===== src/rtl/chd_pkg.sv =====
// Shared types, widths and constants of the core hotplug decider.
package chd_pkg;

   localparam int LANES      = 4;
   localparam int LANE_IDX_W = 2;
   localparam int FREQ_W     = 22;
   localparam int TIME_W     = 48;
   localparam int MASK_W     = 4;
   localparam int PCT_W      = 7;
   localparam int CNT_W      = 4;
   localparam int CORE_W     = 3;
   localparam int PACE_W     = 8;
   localparam int Q_W        = 16;
   localparam int LIM_W      = 23;
   localparam int ADDR_W     = 5;
   localparam int DATA_W     = 32;

   // Division by 100 is a multiply by a truncated reciprocal followed by a
   // single correction step.
   localparam int          DIV_SHIFT = 30;
   localparam int          RECIP_W   = 24;
   localparam int          PROD_W    = FREQ_W + RECIP_W;
   localparam logic [RECIP_W-1:0] RECIP_100 = RECIP_W'((64'd1 << DIV_SHIFT) / 100);
   localparam int          DIVISOR   = 100;

   localparam int DEF_CORES           = 4;
   localparam int DEF_BOOST_WINDOW_US = 500000;
   localparam int DEF_INPUT_GAP_US    = 150000;
   localparam int DEF_SCREENOFF_CORES = 2;

   localparam logic [CORE_W-1:0] RST_MIN_ONLINE  = 3'd1;
   localparam logic [PCT_W-1:0]  RST_UP_PCT      = 7'd80;
   localparam logic [PCT_W-1:0]  RST_DOWN_PCT    = 7'd60;
   localparam logic [PACE_W-1:0] RST_TICKS_UP    = 8'd1;
   localparam logic [PACE_W-1:0] RST_TICKS_DOWN  = 8'd2;
   localparam logic [CORE_W-1:0] RST_BOOST_CORES = 3'd2;
   localparam logic [FREQ_W-1:0] RST_BOOST_MIN   = 22'd1497600;

   typedef enum logic [1:0] {
      OP_TICK       = 2'd0,
      OP_USER       = 2'd1,
      OP_SCREEN_OFF = 2'd2,
      OP_RSVD       = 2'd3
   } opcode_type;

   typedef enum logic [1:0] {
      ACT_NONE  = 2'd0,
      ACT_UP    = 2'd1,
      ACT_DOWN  = 2'd2,
      ACT_BOOST = 2'd3
   } action_type;

   typedef enum logic [2:0] {
      REG_MAX_ONLINE   = 3'd0,
      REG_MIN_ONLINE   = 3'd1,
      REG_UP_PCT       = 3'd2,
      REG_DOWN_PCT     = 3'd3,
      REG_TICKS_UP     = 3'd4,
      REG_TICKS_DOWN   = 3'd5,
      REG_BOOST_CORES  = 3'd6,
      REG_BOOST_MIN    = 3'd7
   } reg_idx_type;

   typedef struct packed {
      logic [CNT_W-1:0]  max_online;
      logic [CORE_W-1:0] min_online;
      logic [PCT_W-1:0]  up_percent;
      logic [PCT_W-1:0]  down_percent;
      logic [PACE_W-1:0] ticks_before_up;
      logic [PACE_W-1:0] ticks_before_down;
      logic [CORE_W-1:0] boost_cores;
      logic [FREQ_W-1:0] boost_min_freq;
   } cfg_type;

   typedef struct packed {
      logic [1:0]                   opcode;
      logic [TIME_W-1:0]            now_us;
      logic [MASK_W-1:0]            online_mask;
      logic [FREQ_W-1:0]            max_freq;
      logic [LANES-1:0][FREQ_W-1:0] freq;
   } item_type;

   // What one core lane reports to the merge stage.
   typedef struct packed {
      logic             vis;
      logic             on;
      logic             gt_up;
      logic             lt_down;
      logic             ge_boost;
      logic [LANES-1:0] le;
   } lane_res_type;

endpackage


===== src/rtl/chd_if.sv =====
// Valid/ready channel interfaces for decision requests and responses.
interface chd_req_if;
   logic                        valid;
   logic                        ready;
   logic [1:0]                  opcode;
   logic [chd_pkg::TIME_W-1:0]  now_us;
   logic [chd_pkg::MASK_W-1:0]  online_mask;
   logic [chd_pkg::FREQ_W-1:0]  max_freq;
   logic [chd_pkg::FREQ_W-1:0]  freq_core0;
   logic [chd_pkg::FREQ_W-1:0]  freq_core1;
   logic [chd_pkg::FREQ_W-1:0]  freq_core2;
   logic [chd_pkg::FREQ_W-1:0]  freq_core3;

   modport source (
      output valid, opcode, now_us, online_mask, max_freq,
             freq_core0, freq_core1, freq_core2, freq_core3,
      input  ready
   );
   modport sink (
      input  valid, opcode, now_us, online_mask, max_freq,
             freq_core0, freq_core1, freq_core2, freq_core3,
      output ready
   );
endinterface

interface chd_rsp_if;
   logic                        valid;
   logic                        ready;
   logic [1:0]                  action;
   logic [chd_pkg::MASK_W-1:0]  target_mask;

   modport source (output valid, action, target_mask, input ready);
   modport sink (input valid, action, target_mask, output ready);
endinterface


===== src/rtl/chd_csr.sv =====
// Configuration register file with limit clamping and APB-style access.
module chd_csr #(
   parameter int CORES = chd_pkg::DEF_CORES
) (
   input  logic                         clock,
   input  logic                         reset,
   input  logic                         psel,
   input  logic                         penable,
   input  logic                         pwrite,
   input  logic [chd_pkg::ADDR_W-1:0]   paddr,
   input  logic [chd_pkg::DATA_W-1:0]   pwdata,
   output logic [chd_pkg::DATA_W-1:0]   prdata,
   output logic                         pready,
   output chd_pkg::cfg_type             cfg
);

   localparam logic [chd_pkg::CNT_W-1:0] CORES_N = chd_pkg::CNT_W'(CORES);

   logic [chd_pkg::CNT_W-1:0]  max_online_ff, max_online_in, max_sel, max_clamp;
   logic [chd_pkg::CORE_W-1:0] min_online_ff, min_online_in, min_sel, min_clamp;
   logic [chd_pkg::PCT_W-1:0]  up_pct_ff, up_pct_in, down_pct_ff, down_pct_in;
   logic [chd_pkg::PACE_W-1:0] ticks_up_ff, ticks_up_in, ticks_down_ff, ticks_down_in;
   logic [chd_pkg::CORE_W-1:0] boost_cores_ff, boost_cores_in;
   logic [chd_pkg::FREQ_W-1:0] boost_min_ff, boost_min_in;
   logic                       wr;
   chd_pkg::reg_idx_type       idx;
   logic [chd_pkg::CORE_W-1:0] wdata3;

   assign pready = 1'b1;
   assign wr     = psel && penable && pwrite;
   assign idx    = chd_pkg::reg_idx_type'(paddr[4:2]);
   assign wdata3 = pwdata[chd_pkg::CORE_W-1:0];

   // The limits are clamped after every write to one of the first six
   // registers: max first, then min against the new max.
   always_comb begin
      max_sel = (idx == chd_pkg::REG_MAX_ONLINE) ? chd_pkg::CNT_W'(wdata3) : max_online_ff;
      min_sel = (idx == chd_pkg::REG_MIN_ONLINE) ? wdata3 : min_online_ff;
      if (max_sel == '0) begin
         max_clamp = chd_pkg::CNT_W'(1);
      end else if (max_sel > CORES_N) begin
         max_clamp = CORES_N;
      end else begin
         max_clamp = max_sel;
      end
      if (min_sel == '0) begin
         min_clamp = chd_pkg::CORE_W'(1);
      end else if (chd_pkg::CNT_W'(min_sel) > max_clamp) begin
         min_clamp = chd_pkg::CORE_W'(max_clamp);
      end else begin
         min_clamp = min_sel;
      end
   end

   always_comb begin
      max_online_in  = max_online_ff;
      min_online_in  = min_online_ff;
      up_pct_in      = up_pct_ff;
      down_pct_in    = down_pct_ff;
      ticks_up_in    = ticks_up_ff;
      ticks_down_in  = ticks_down_ff;
      boost_cores_in = boost_cores_ff;
      boost_min_in   = boost_min_ff;
      if (wr) begin
         unique case (idx)
            chd_pkg::REG_MAX_ONLINE, chd_pkg::REG_MIN_ONLINE: begin
               max_online_in = max_clamp;
               min_online_in = min_clamp;
            end
            chd_pkg::REG_UP_PCT: begin
               up_pct_in     = pwdata[chd_pkg::PCT_W-1:0];
               max_online_in = max_clamp;
               min_online_in = min_clamp;
            end
            chd_pkg::REG_DOWN_PCT: begin
               down_pct_in   = pwdata[chd_pkg::PCT_W-1:0];
               max_online_in = max_clamp;
               min_online_in = min_clamp;
            end
            chd_pkg::REG_TICKS_UP: begin
               ticks_up_in   = pwdata[chd_pkg::PACE_W-1:0];
               max_online_in = max_clamp;
               min_online_in = min_clamp;
            end
            chd_pkg::REG_TICKS_DOWN: begin
               ticks_down_in = pwdata[chd_pkg::PACE_W-1:0];
               max_online_in = max_clamp;
               min_online_in = min_clamp;
            end
            chd_pkg::REG_BOOST_CORES: begin
               if (wdata3 != '0 && chd_pkg::CNT_W'(wdata3) <= CORES_N) begin
                  boost_cores_in = wdata3;
               end
            end
            chd_pkg::REG_BOOST_MIN: begin
               boost_min_in = pwdata[chd_pkg::FREQ_W-1:0];
            end
            default: begin
            end
         endcase
      end
   end

   always_ff @(posedge clock) begin
      if (reset) begin
         max_online_ff  <= CORES_N;
         min_online_ff  <= chd_pkg::RST_MIN_ONLINE;
         up_pct_ff      <= chd_pkg::RST_UP_PCT;
         down_pct_ff    <= chd_pkg::RST_DOWN_PCT;
         ticks_up_ff    <= chd_pkg::RST_TICKS_UP;
         ticks_down_ff  <= chd_pkg::RST_TICKS_DOWN;
         boost_cores_ff <= chd_pkg::RST_BOOST_CORES;
         boost_min_ff   <= chd_pkg::RST_BOOST_MIN;
      end else begin
         max_online_ff  <= max_online_in;
         min_online_ff  <= min_online_in;
         up_pct_ff      <= up_pct_in;
         down_pct_ff    <= down_pct_in;
         ticks_up_ff    <= ticks_up_in;
         ticks_down_ff  <= ticks_down_in;
         boost_cores_ff <= boost_cores_in;
         boost_min_ff   <= boost_min_in;
      end
   end

   always_comb begin
      unique case (idx)
         chd_pkg::REG_MAX_ONLINE:  prdata = chd_pkg::DATA_W'(max_online_ff);
         chd_pkg::REG_MIN_ONLINE:  prdata = chd_pkg::DATA_W'(min_online_ff);
         chd_pkg::REG_UP_PCT:      prdata = chd_pkg::DATA_W'(up_pct_ff);
         chd_pkg::REG_DOWN_PCT:    prdata = chd_pkg::DATA_W'(down_pct_ff);
         chd_pkg::REG_TICKS_UP:    prdata = chd_pkg::DATA_W'(ticks_up_ff);
         chd_pkg::REG_TICKS_DOWN:  prdata = chd_pkg::DATA_W'(ticks_down_ff);
         chd_pkg::REG_BOOST_CORES: prdata = chd_pkg::DATA_W'(boost_cores_ff);
         chd_pkg::REG_BOOST_MIN:   prdata = chd_pkg::DATA_W'(boost_min_ff);
         default:                  prdata = '0;
      endcase
   end

   assign cfg.max_online        = max_online_ff;
   assign cfg.min_online        = min_online_ff;
   assign cfg.up_percent        = up_pct_ff;
   assign cfg.down_percent      = down_pct_ff;
   assign cfg.ticks_before_up   = ticks_up_ff;
   assign cfg.ticks_before_down = ticks_down_ff;
   assign cfg.boost_cores       = boost_cores_ff;
   assign cfg.boost_min_freq    = boost_min_ff;

endmodule


===== src/rtl/chd_lane.sv =====
// One core lane: compares its core's frequency with the limits and the other cores.
module chd_lane #(
   parameter int IDX   = 0,
   parameter int CORES = chd_pkg::DEF_CORES
) (
   input  logic                                          clock,
   input  logic                                          advance,
   input  logic [chd_pkg::LANES-1:0][chd_pkg::FREQ_W-1:0] freq,
   input  logic [chd_pkg::MASK_W-1:0]                    online_mask,
   input  logic [chd_pkg::LIM_W-1:0]                     up_lim,
   input  logic [chd_pkg::LIM_W-1:0]                     down_lim,
   input  logic [chd_pkg::FREQ_W-1:0]                    min_boost,
   output chd_pkg::lane_res_type                         res
);

   localparam int VIS     = (CORES < chd_pkg::LANES) ? CORES : chd_pkg::LANES;
   localparam bit VISIBLE = (IDX < VIS);

   chd_pkg::lane_res_type res_ff, res_in;
   logic [chd_pkg::FREQ_W-1:0] own;

   assign own = freq[IDX];

   always_comb begin
      res_in.vis      = VISIBLE;
      // Core 0 counts as online whatever its mask bit says.
      res_in.on       = (IDX == 0) ? 1'b1 : (VISIBLE && online_mask[IDX]);
      res_in.gt_up    = chd_pkg::LIM_W'(own) > up_lim;
      res_in.lt_down  = chd_pkg::LIM_W'(own) < down_lim;
      res_in.ge_boost = own >= min_boost;
      for (int d = 0; d < chd_pkg::LANES; d++) begin
         res_in.le[d] = own <= freq[d];
      end
   end

   always_ff @(posedge clock) begin
      if (advance) begin
         res_ff <= res_in;
      end
   end

   assign res = res_ff;

endmodule


===== src/rtl/chd_merge.sv =====
// Merge stage: combines the lane results, makes the decision and holds the policy state.
module chd_merge #(
   parameter int BOOST_WINDOW_US = chd_pkg::DEF_BOOST_WINDOW_US,
   parameter int INPUT_GAP_US    = chd_pkg::DEF_INPUT_GAP_US,
   parameter int SCREENOFF_CORES = chd_pkg::DEF_SCREENOFF_CORES
) (
   input  logic                                 clock,
   input  logic                                 reset,
   input  logic                                 advance,
   input  logic                                 in_valid,
   input  logic [1:0]                           opcode,
   input  logic [chd_pkg::TIME_W-1:0]           now_us,
   input  chd_pkg::lane_res_type [chd_pkg::LANES-1:0] lanes,
   input  chd_pkg::cfg_type                     cfg,
   output logic                                 rsp_valid,
   output logic [1:0]                           action,
   output logic [chd_pkg::MASK_W-1:0]           target_mask
);

   localparam logic [chd_pkg::TIME_W-1:0] WINDOW = chd_pkg::TIME_W'(BOOST_WINDOW_US);
   localparam logic [chd_pkg::TIME_W-1:0] GAP    = chd_pkg::TIME_W'(INPUT_GAP_US);
   localparam logic [chd_pkg::CNT_W-1:0]  SCR_N  = chd_pkg::CNT_W'(SCREENOFF_CORES);
   localparam logic [chd_pkg::PACE_W-1:0] PACE_MAX = '1;

   logic                               rsp_valid_ff;
   chd_pkg::action_type                action_ff, action_in;
   logic [chd_pkg::MASK_W-1:0]         target_ff, target_in;
   logic [chd_pkg::PACE_W-1:0]         pace_ff, pace_in;
   logic [chd_pkg::TIME_W-1:0]         boost_time_ff, boost_time_in;

   logic                               have_slow, found_off, slow_is_core0;
   logic [chd_pkg::LANE_IDX_W-1:0]     slow_idx, fast_idx;
   logic [chd_pkg::CNT_W-1:0]          n_online, n_left;
   logic [chd_pkg::MASK_W-1:0]         low_off, scr_mask;
   logic                               slow_gt_up, fast_ge_boost, fast_lt_down;
   logic                               pace_clear;
   logic [chd_pkg::TIME_W-1:0]         since;
   logic [chd_pkg::CNT_W-1:0]          max_n, min_n, boost_n;

   // Running slowest and fastest core over the online cores above core 0.
   // A core at or below the running slowest rate never updates the fastest.
   always_comb begin
      have_slow = 1'b0;
      slow_idx  = '0;
      fast_idx  = '0;
      for (int c = 1; c < chd_pkg::LANES; c++) begin
         if (lanes[c].on) begin
            if (!have_slow || lanes[c].le[slow_idx]) begin
               slow_idx  = chd_pkg::LANE_IDX_W'(c);
               have_slow = 1'b1;
            end else if (!lanes[c].le[fast_idx]) begin
               fast_idx = chd_pkg::LANE_IDX_W'(c);
            end
         end
      end
      slow_is_core0 = !have_slow || !lanes[slow_idx].le[0];
      slow_gt_up    = slow_is_core0 ? lanes[0].gt_up : lanes[slow_idx].gt_up;
      fast_ge_boost = lanes[fast_idx].ge_boost;
      fast_lt_down  = lanes[fast_idx].lt_down;
   end

   always_comb begin
      n_online  = '0;
      low_off   = '0;
      found_off = 1'b0;
      for (int c = 0; c < chd_pkg::LANES; c++) begin
         n_online = n_online + chd_pkg::CNT_W'(lanes[c].on);
      end
      for (int c = 1; c < chd_pkg::LANES; c++) begin
         if (!found_off && lanes[c].vis && !lanes[c].on) begin
            low_off[c] = 1'b1;
            found_off  = 1'b1;
         end
      end
   end

   // Screen off drops online cores from core 1 upward until the limit is met.
   always_comb begin
      scr_mask = '0;
      n_left   = n_online;
      for (int c = 1; c < chd_pkg::LANES; c++) begin
         if (lanes[c].on && n_left > SCR_N) begin
            scr_mask[c] = 1'b1;
            n_left      = n_left - chd_pkg::CNT_W'(1);
         end
      end
   end

   assign since   = now_us - boost_time_ff;
   assign max_n   = cfg.max_online;
   assign min_n   = chd_pkg::CNT_W'(cfg.min_online);
   assign boost_n = chd_pkg::CNT_W'(cfg.boost_cores);

   always_comb begin
      action_in     = chd_pkg::ACT_NONE;
      target_in     = '0;
      pace_clear    = 1'b0;
      pace_in       = pace_ff;
      boost_time_in = boost_time_ff;
      unique case (chd_pkg::opcode_type'(opcode))
         chd_pkg::OP_TICK: begin
            if (slow_gt_up && fast_ge_boost) begin
               if (n_online < max_n && pace_ff >= cfg.ticks_before_up) begin
                  action_in  = chd_pkg::ACT_UP;
                  target_in  = low_off;
                  pace_clear = 1'b1;
               end
            end else if (n_online <= boost_n && since <= WINDOW) begin
               if (n_online < boost_n && n_online < max_n) begin
                  action_in = chd_pkg::ACT_UP;
                  target_in = low_off;
               end
            end else if (have_slow && fast_lt_down) begin
               if (n_online > min_n && pace_ff >= cfg.ticks_before_down) begin
                  action_in  = chd_pkg::ACT_DOWN;
                  target_in  = chd_pkg::MASK_W'(1) << slow_idx;
                  pace_clear = 1'b1;
               end
            end
            if (pace_clear) begin
               pace_in = chd_pkg::PACE_W'(1);
            end else if (pace_ff != PACE_MAX) begin
               pace_in = pace_ff + chd_pkg::PACE_W'(1);
            end
         end
         chd_pkg::OP_USER: begin
            if (since >= GAP && cfg.boost_cores > cfg.min_online) begin
               boost_time_in = now_us;
               action_in     = chd_pkg::ACT_BOOST;
            end
         end
         chd_pkg::OP_SCREEN_OFF: begin
            target_in = scr_mask;
            if (scr_mask != '0) begin
               action_in = chd_pkg::ACT_DOWN;
            end
         end
         chd_pkg::OP_RSVD: begin
         end
         default: begin
         end
      endcase
   end

   always_ff @(posedge clock) begin
      if (reset) begin
         rsp_valid_ff  <= 1'b0;
         pace_ff       <= '0;
         boost_time_ff <= '0;
      end else if (advance) begin
         rsp_valid_ff <= in_valid;
         if (in_valid) begin
            pace_ff       <= pace_in;
            boost_time_ff <= boost_time_in;
         end
      end
   end

   always_ff @(posedge clock) begin
      if (advance) begin
         action_ff <= action_in;
         target_ff <= target_in;
      end
   end

   assign rsp_valid   = rsp_valid_ff;
   assign action      = action_ff;
   assign target_mask = target_ff;

endmodule


===== src/rtl/core_hotplug_decider_top.sv =====
// Top level of the core hotplug decider: request pipeline, core lanes, merge and registers.
//
// The decider takes one request transfer per clock cycle when the response side keeps
// up, and returns exactly one response transfer for each, in order. A load tick
// derives the up and down limits as (max_freq / 100) * percent, compares every
// visible core against those limits and against each other in one lane per core,
// and then the merge stage picks the slowest and fastest online core and decides
// whether to bring the lowest offline core up, take the slowest core down, or hold
// cores up inside the boost window. A user input request arms the boost window,
// and a screen off request takes cores down to the screen off limit. The pipeline
// stages are a reciprocal multiply for the division by 100, its correction step,
// the percentage multiply, the lane compares, and the merge stage that owns the
// pacing counter and the boost time stamp. The whole pipeline moves as one; it
// stalls only while a finished response waits in the output register and the
// consumer is not ready, so requests keep flowing while the output is drained.
// Configuration writes go through the APB-style port and are expected only while
// no request is in flight.
module core_hotplug_decider_top #(
   parameter int CORES           = chd_pkg::DEF_CORES,
   parameter int BOOST_WINDOW_US = chd_pkg::DEF_BOOST_WINDOW_US,
   parameter int INPUT_GAP_US    = chd_pkg::DEF_INPUT_GAP_US,
   parameter int SCREENOFF_CORES = chd_pkg::DEF_SCREENOFF_CORES
) (
   input  logic                        clock,
   input  logic                        reset,
   chd_req_if.sink                     req_ch,
   chd_rsp_if.source                   rsp_ch,
   input  logic                        psel,
   input  logic                        penable,
   input  logic                        pwrite,
   input  logic [chd_pkg::ADDR_W-1:0]  paddr,
   input  logic [chd_pkg::DATA_W-1:0]  pwdata,
   output logic [chd_pkg::DATA_W-1:0]  prdata,
   output logic                        pready
);

   chd_pkg::cfg_type  cfg;
   chd_pkg::item_type in_item;
   logic              advance;
   logic              rsp_valid;

   // Stage 1 holds the raw product of max_freq and the reciprocal of 100.
   logic                               s1_valid_ff;
   chd_pkg::item_type                  s1_item_ff;
   logic [chd_pkg::PROD_W-1:0]         s1_prod_ff, prod_in;

   // Stage 2 holds the exact quotient max_freq / 100.
   logic                               s2_valid_ff;
   chd_pkg::item_type                  s2_item_ff;
   logic [chd_pkg::Q_W-1:0]            s2_q_ff, q_est, q_in;
   logic [chd_pkg::FREQ_W:0]           rem;

   // Stage 3 holds the scaled limits and the capped boost frequency.
   logic                               s3_valid_ff;
   chd_pkg::item_type                  s3_item_ff;
   logic [chd_pkg::LIM_W-1:0]          s3_up_ff, s3_down_ff, up_in, down_in;
   logic [chd_pkg::FREQ_W-1:0]         s3_boost_ff, boost_in;

   // Stage 4 holds the lane results (inside the lanes) and what the merge needs.
   logic                               s4_valid_ff;
   logic [1:0]                         s4_opcode_ff;
   logic [chd_pkg::TIME_W-1:0]         s4_now_ff;
   chd_pkg::lane_res_type [chd_pkg::LANES-1:0] lane_res;

   // The pipeline advances whenever the output register is empty or its
   // response is being transferred this cycle.
   assign advance      = !rsp_valid || rsp_ch.ready;
   assign req_ch.ready = advance;

   assign in_item.opcode      = req_ch.opcode;
   assign in_item.now_us      = req_ch.now_us;
   assign in_item.online_mask = req_ch.online_mask;
   assign in_item.max_freq    = req_ch.max_freq;
   assign in_item.freq[0]     = req_ch.freq_core0;
   assign in_item.freq[1]     = req_ch.freq_core1;
   assign in_item.freq[2]     = req_ch.freq_core2;
   assign in_item.freq[3]     = req_ch.freq_core3;

   assign prod_in = chd_pkg::PROD_W'(req_ch.max_freq) * chd_pkg::PROD_W'(chd_pkg::RECIP_100);

   // The truncated reciprocal can land one below the true quotient; a single
   // remainder check fixes that.
   assign q_est = s1_prod_ff[chd_pkg::DIV_SHIFT +: chd_pkg::Q_W];
   assign rem   = (chd_pkg::FREQ_W+1)'(s1_item_ff.max_freq)
                - (chd_pkg::FREQ_W+1)'(q_est) * (chd_pkg::FREQ_W+1)'(chd_pkg::DIVISOR);
   assign q_in  = (rem >= (chd_pkg::FREQ_W+1)'(chd_pkg::DIVISOR))
                ? q_est + chd_pkg::Q_W'(1) : q_est;

   assign up_in    = chd_pkg::LIM_W'(s2_q_ff) * chd_pkg::LIM_W'(cfg.up_percent);
   assign down_in  = chd_pkg::LIM_W'(s2_q_ff) * chd_pkg::LIM_W'(cfg.down_percent);
   assign boost_in = (s2_item_ff.max_freq <= cfg.boost_min_freq)
                   ? s2_item_ff.max_freq : cfg.boost_min_freq;

   always_ff @(posedge clock) begin
      if (reset) begin
         s1_valid_ff <= 1'b0;
         s2_valid_ff <= 1'b0;
         s3_valid_ff <= 1'b0;
         s4_valid_ff <= 1'b0;
      end else if (advance) begin
         s1_valid_ff <= req_ch.valid;
         s2_valid_ff <= s1_valid_ff;
         s3_valid_ff <= s2_valid_ff;
         s4_valid_ff <= s3_valid_ff;
      end
   end

   always_ff @(posedge clock) begin
      if (advance) begin
         s1_item_ff   <= in_item;
         s1_prod_ff   <= prod_in;
         s2_item_ff   <= s1_item_ff;
         s2_q_ff      <= q_in;
         s3_item_ff   <= s2_item_ff;
         s3_up_ff     <= up_in;
         s3_down_ff   <= down_in;
         s3_boost_ff  <= boost_in;
         s4_opcode_ff <= s3_item_ff.opcode;
         s4_now_ff    <= s3_item_ff.now_us;
      end
   end

   for (genvar g = 0; g < chd_pkg::LANES; g++) begin : g_lane
      chd_lane #(
         .IDX   (g),
         .CORES (CORES)
      ) u_lane (
         .clock       (clock),
         .advance     (advance),
         .freq        (s3_item_ff.freq),
         .online_mask (s3_item_ff.online_mask),
         .up_lim      (s3_up_ff),
         .down_lim    (s3_down_ff),
         .min_boost   (s3_boost_ff),
         .res         (lane_res[g])
      );
   end

   chd_merge #(
      .BOOST_WINDOW_US (BOOST_WINDOW_US),
      .INPUT_GAP_US    (INPUT_GAP_US),
      .SCREENOFF_CORES (SCREENOFF_CORES)
   ) u_merge (
      .clock       (clock),
      .reset       (reset),
      .advance     (advance),
      .in_valid    (s4_valid_ff),
      .opcode      (s4_opcode_ff),
      .now_us      (s4_now_ff),
      .lanes       (lane_res),
      .cfg         (cfg),
      .rsp_valid   (rsp_valid),
      .action      (rsp_ch.action),
      .target_mask (rsp_ch.target_mask)
   );

   assign rsp_ch.valid = rsp_valid;

   chd_csr #(
      .CORES (CORES)
   ) u_csr (
      .clock   (clock),
      .reset   (reset),
      .psel    (psel),
      .penable (penable),
      .pwrite  (pwrite),
      .paddr   (paddr),
      .pwdata  (pwdata),
      .prdata  (prdata),
      .pready  (pready),
      .cfg     (cfg)
   );

endmodule


===== src/flat_wrapper.sv =====
// flat-port wrapper written by rule: the top's interface ports become plain ports
module core_hotplug_decider_top_flat 
#(
   parameter int CORES           = chd_pkg::DEF_CORES,
   parameter int BOOST_WINDOW_US = chd_pkg::DEF_BOOST_WINDOW_US,
   parameter int INPUT_GAP_US    = chd_pkg::DEF_INPUT_GAP_US,
   parameter int SCREENOFF_CORES = chd_pkg::DEF_SCREENOFF_CORES
)
  (clock, reset, psel, penable, pwrite, paddr, pwdata, prdata, pready, req_ch_valid, req_ch_opcode, req_ch_now_us, req_ch_online_mask, req_ch_max_freq, req_ch_freq_core0, req_ch_freq_core1, req_ch_freq_core2, req_ch_freq_core3, req_ch_ready, rsp_ch_valid, rsp_ch_action, rsp_ch_target_mask, rsp_ch_ready);
  chd_req_if req_ch_i ();
  chd_rsp_if rsp_ch_i ();
  input  logic clock;
  input  logic reset;
  input  logic psel;
  input  logic penable;
  input  logic pwrite;
  input  logic [chd_pkg::ADDR_W-1:0] paddr;
  input  logic [chd_pkg::DATA_W-1:0] pwdata;
  output logic [chd_pkg::DATA_W-1:0] prdata;
  output logic pready;
  input wire logic [$bits(req_ch_i.valid)-1:0] req_ch_valid;
  input wire logic [$bits(req_ch_i.opcode)-1:0] req_ch_opcode;
  input wire logic [$bits(req_ch_i.now_us)-1:0] req_ch_now_us;
  input wire logic [$bits(req_ch_i.online_mask)-1:0] req_ch_online_mask;
  input wire logic [$bits(req_ch_i.max_freq)-1:0] req_ch_max_freq;
  input wire logic [$bits(req_ch_i.freq_core0)-1:0] req_ch_freq_core0;
  input wire logic [$bits(req_ch_i.freq_core1)-1:0] req_ch_freq_core1;
  input wire logic [$bits(req_ch_i.freq_core2)-1:0] req_ch_freq_core2;
  input wire logic [$bits(req_ch_i.freq_core3)-1:0] req_ch_freq_core3;
  output wire logic [$bits(req_ch_i.ready)-1:0] req_ch_ready;
  output wire logic [$bits(rsp_ch_i.valid)-1:0] rsp_ch_valid;
  output wire logic [$bits(rsp_ch_i.action)-1:0] rsp_ch_action;
  output wire logic [$bits(rsp_ch_i.target_mask)-1:0] rsp_ch_target_mask;
  input wire logic [$bits(rsp_ch_i.ready)-1:0] rsp_ch_ready;
  assign req_ch_i.valid = req_ch_valid;
  assign req_ch_i.opcode = req_ch_opcode;
  assign req_ch_i.now_us = req_ch_now_us;
  assign req_ch_i.online_mask = req_ch_online_mask;
  assign req_ch_i.max_freq = req_ch_max_freq;
  assign req_ch_i.freq_core0 = req_ch_freq_core0;
  assign req_ch_i.freq_core1 = req_ch_freq_core1;
  assign req_ch_i.freq_core2 = req_ch_freq_core2;
  assign req_ch_i.freq_core3 = req_ch_freq_core3;
  assign req_ch_ready = req_ch_i.ready;
  assign rsp_ch_valid = rsp_ch_i.valid;
  assign rsp_ch_action = rsp_ch_i.action;
  assign rsp_ch_target_mask = rsp_ch_i.target_mask;
  assign rsp_ch_i.ready = rsp_ch_ready;
  core_hotplug_decider_top #(.CORES(CORES), .BOOST_WINDOW_US(BOOST_WINDOW_US), .INPUT_GAP_US(INPUT_GAP_US), .SCREENOFF_CORES(SCREENOFF_CORES)) u_core (.clock(clock), .reset(reset), .req_ch(req_ch_i), .rsp_ch(rsp_ch_i), .psel(psel), .penable(penable), .pwrite(pwrite), .paddr(paddr), .pwdata(pwdata), .prdata(prdata), .pready(pready));
endmodule

===== config.mk =====
export PLATFORM = sky130hd
export DESIGN_NAME = core_hotplug_decider_top_flat
export DESIGN_NICKNAME = d
export VERILOG_FILES = /design/src/rtl/chd_pkg.sv /design/src/rtl/chd_if.sv /design/src/rtl/chd_csr.sv /design/src/rtl/chd_lane.sv /design/src/rtl/chd_merge.sv /design/src/rtl/core_hotplug_decider_top.sv /design/src/flat_wrapper.sv
export SDC_FILE = /design/constraint.sdc
export NUM_CORES = 2
export LEC_CHECK = 0
export ABC_AREA = 1
export CAP_MARGIN = 0
export CORE_ASPECT_RATIO = 1.1
export CORE_MARGIN = 2
export CORE_UTILIZATION = 50
export DETAILED_ROUTE_END_ITERATION = 12
export DONT_BUFFER_PORTS = 1
export PLACE_DENSITY = 0.75
export SYNTH_ARGS = -nofsm -noshare
export SYNTH_HDL_FRONTEND = slang
export SYNTH_HIERARCHICAL = 1
export SYNTH_SLANG_ARGS = --single-unit
export TNS_END_PERCENT = 20

===== constraint.sdc =====
create_clock -name clock -period 15.6 [get_ports clock]
set_input_delay 1.56 -clock clock [delete_from_list [all_inputs] [get_ports clock]]
set_output_delay 1.56 -clock clock [all_outputs]
set_load 0.02 [all_outputs]

==> impl_metrics.yaml <==
outcome:
  run_status: "finished, final reports clean"
clock_tree:
  cts.reportedPaths.clkPinSlew_ps: 60
  postCtsSetupBuffers: 0
  cts.sinks: 765
  post_cts_hold_buffer_count: 0
  cts_inserted_buffers: 82
  worst_skew_pair.late_latency_ps: 720
  cts_tree: "done"
  ctsHtreeMaxLevel: 3
  ctsLongestPathBuffers: 3
  cts_root_buf: "sky130_fd_sc_hd__clkbuf_16"
  cts.repair.resized: 0
sta:
  skew_ps: 46.0
  setup_repair_after_global_routing_missed_its_margin: "no"
  report.final.hold_viol_count: 0
  slew_headroom: 0.284
  setup_tns_ps: 0
  finalSetupViolations: 0
  fmax_mhz: 148
  worst_slew_pin_slew_ps: 1070
  post-route-period-util: 0.432
  period_minus_slack_ps: 6740
  drv_slew: 0
setup_path:
  cp_slowest_stage_delay_ps: 610
  critical_path.max_fanout: 7
  timing.critical_path.buf_inv: 4
  setup.worst_path.class: "input pin to flop"
  critical_path_cell_count: 20
  worst-r2r-cell-count: 24
  cp_slowest_cell: "sky130_fd_sc_hd__fa_1"
  cp.required_ps: 16050
  worstSetupEndpointType: "flop"
  worstSetupStartpointType: "input pin"
  critical_path.top_delay_family: "adder cells"
  cp_data_arrival_time_ps: 7190
  crit_chain: "fa_1 > inv_1 > fa_1 > fa_1 > inv_1 > fa_1 > fa_1 > fa_1 > inv_1 > fa_1 > inv_1 > ha_1 > a21o_1 > a31oi_1 > o21ai_0 > a21oi_1 > o21ai_0 > nand2_1 > nand2_1 > xor2_1"
  path_common_cell: "sky130_fd_sc_hd__fa_1"
route:
  drt_pre_antenna_iters: 6
  drt-vias-per-instance: 5.30
  drt-wirelength-per-cell_um: 18.6
  drt-initial-drc-count: 3260
  overall_routed_net_length_um: 159000
  drt_drc_violations_left: 0
  detailroute.via_count: 45400
  antenna_left: 0
layout:
  num-fill-cells: 10700
  fin_cells: 8556
  drive_above_1_share: 0.0416
  area_growth_pct: 7.30
  final_cell_area_mm2: 0.0645
  final_nets: 8277
place:
  placement.io_buffers: 0
  hpwl_um: 128000
  dp.cells: 8399
  routabilityCongestion: 0.980
  dpl_cell_area_mm2: 0.0617
floorplanning:
  floorplan.die_area_mm2: 0.123
  coreArea_mm2: 0.119
  floorplan.die.height_um: 368
  die_width_um: 335
  placement_rows: 133
  pin_count: 249
  floorplan.initialDensity: 0.503
grt:
  initial_antenna_violation_count: 10
  track_usage: 0.260
  first_global_vias: 45300
  grt_max_degree: 93
  overflow_left_after_global_routing: 0
  grt_first_pass_wirelength_um: 246000
logic_synthesis:
  synth_cells: 6917
  ys_warn_count: 6
  synthesis.area_mm2: 0.0601
  avgSynthCellArea_um2: 8.69
min_path:
  worst_hold_path_type: "flop to flop"
  hold_depth: 0
flow_run:
  drv.max_cap_violation_count: 0
-- registers in the layout (all words and copies together), names as in the netlist, 3 cells and up --
name / count
u_core/s3_boost_ff: 22
u_core/g_lane.u_lane/res: 19
u_core/s3_item_ff: 141
u_core/s1_item_ff: 163
u_core/s4_now_ff: 48
u_core/u_merge/boost_time_ff: 48
u_core/u_csr/ticks_down_ff: 8
u_core/u_csr/boost_cores_ff: 3
u_core/s2_q_ff: 16
u_core/s3_down_ff: 23
u_core/u_csr/min_online_ff: 3
u_core/s1_prod_ff: 16
u_core/s3_up_ff: 23
u_core/u_csr/ticks_up_ff: 8
u_core/u_merge/target_mask: 4
u_core/s2_item_ff: 163
u_core/u_csr/boost_min_ff: 22
u_core/u_merge/pace_ff: 8
u_core/u_csr/up_pct_ff: 7
u_core/u_csr/max_online_ff: 4
u_core/u_csr/down_pct_ff: 7
-- per-layer routing --
layer | part of all wire | vias to the layer above | GRT usage
li1 | - | 22000 | -
met1 | 0.39 | 21400 | 0.307
met2 | 0.48 | 1442 | 0.442
met3 | 0.061 | 463 | 0.0417
met4 | 0.068 | 4 | 0.162
met5 | 0.00014 | - | 0
-- per-stage QoR --
stage          hold slack (ps)   util  setup slack (ps)
2_1_floorplan              400      -              3420
3_3_place_gp               400  0.517              8220
3_5_place_dp               405  0.517              8190
4_1_cts                    396  0.540              8950
5_1_grt                    416  0.540              8650
6_report                   405  0.540              8860
-- path summary, 6_finish.rpt --
kind                                             from                    end  slack [ps]
worst max register to register  u_core/s1_prod_ff[32]      u_core/s2_q_ff[1]        9970
worst max-delay path               req_ch_max_freq[1]  u_core/s1_prod_ff[30]        8860
worst min register to register   u_core/s1_item_ff[9]   u_core/s2_item_ff[9]         400
worst min-delay path             u_core/s1_item_ff[9]   u_core/s2_item_ff[9]         400
-- layout by cell type (no fill, tap or decap), types with 11 or more instances in the layout --
master                      instances
sky130_fd_sc_hd__nand2_2           44
sky130_fd_sc_hd__o211ai_1          12
sky130_fd_sc_hd__nand2_1         1635
sky130_fd_sc_hd__o21ai_0          174
sky130_fd_sc_hd__buf_4             15
sky130_fd_sc_hd__inv_1           1486
sky130_fd_sc_hd__xor2_1            73
sky130_fd_sc_hd__fa_1             318
sky130_fd_sc_hd__clkbuf_16         84
sky130_fd_sc_hd__ha_1             820
sky130_fd_sc_hd__nand4_1           81
sky130_fd_sc_hd__clkinv_1          14
sky130_fd_sc_hd__nand3_1          215
sky130_fd_sc_hd__a21boi_0          11
sky130_fd_sc_hd__nor2_2            33
sky130_fd_sc_hd__conb_1            17
sky130_fd_sc_hd__nor2_1           517
sky130_fd_sc_hd__inv_2             24
sky130_fd_sc_hd__clkinv_2          14
sky130_fd_sc_hd__clkbuf_1          17
sky130_fd_sc_hd__o21ai_1           16
sky130_fd_sc_hd__dfxtp_1          123
sky130_fd_sc_hd__xnor2_1           39
sky130_fd_sc_hd__nor4_1            12
sky130_fd_sc_hd__edfxtp_1         642
sky130_fd_sc_hd__a21o_1            22
sky130_fd_sc_hd__nor2_4            11
sky130_fd_sc_hd__nor3_1            29
sky130_fd_sc_hd__a31oi_1           20
sky130_fd_sc_hd__a21oi_1          336
sky130_fd_sc_hd__o21bai_1          30
-- final cells by class --
cell class	count	area, um2	share of cell area
inverter	1518	5700	0.0884
clock inverter	48	549	0.00851
timing repair buffer	15	113	0.00175
sequential	765	21700	0.337
tap	1552	1940	0.0301
multi-input combinational	4549	32200	0.500
antenna	5	12.5	0.000194
clock buffer	104	2210	0.0342
Power is left out: the tool's default activity adds up to more than one toggle a clock period on the data nets, which glitch-free logic cannot reach.
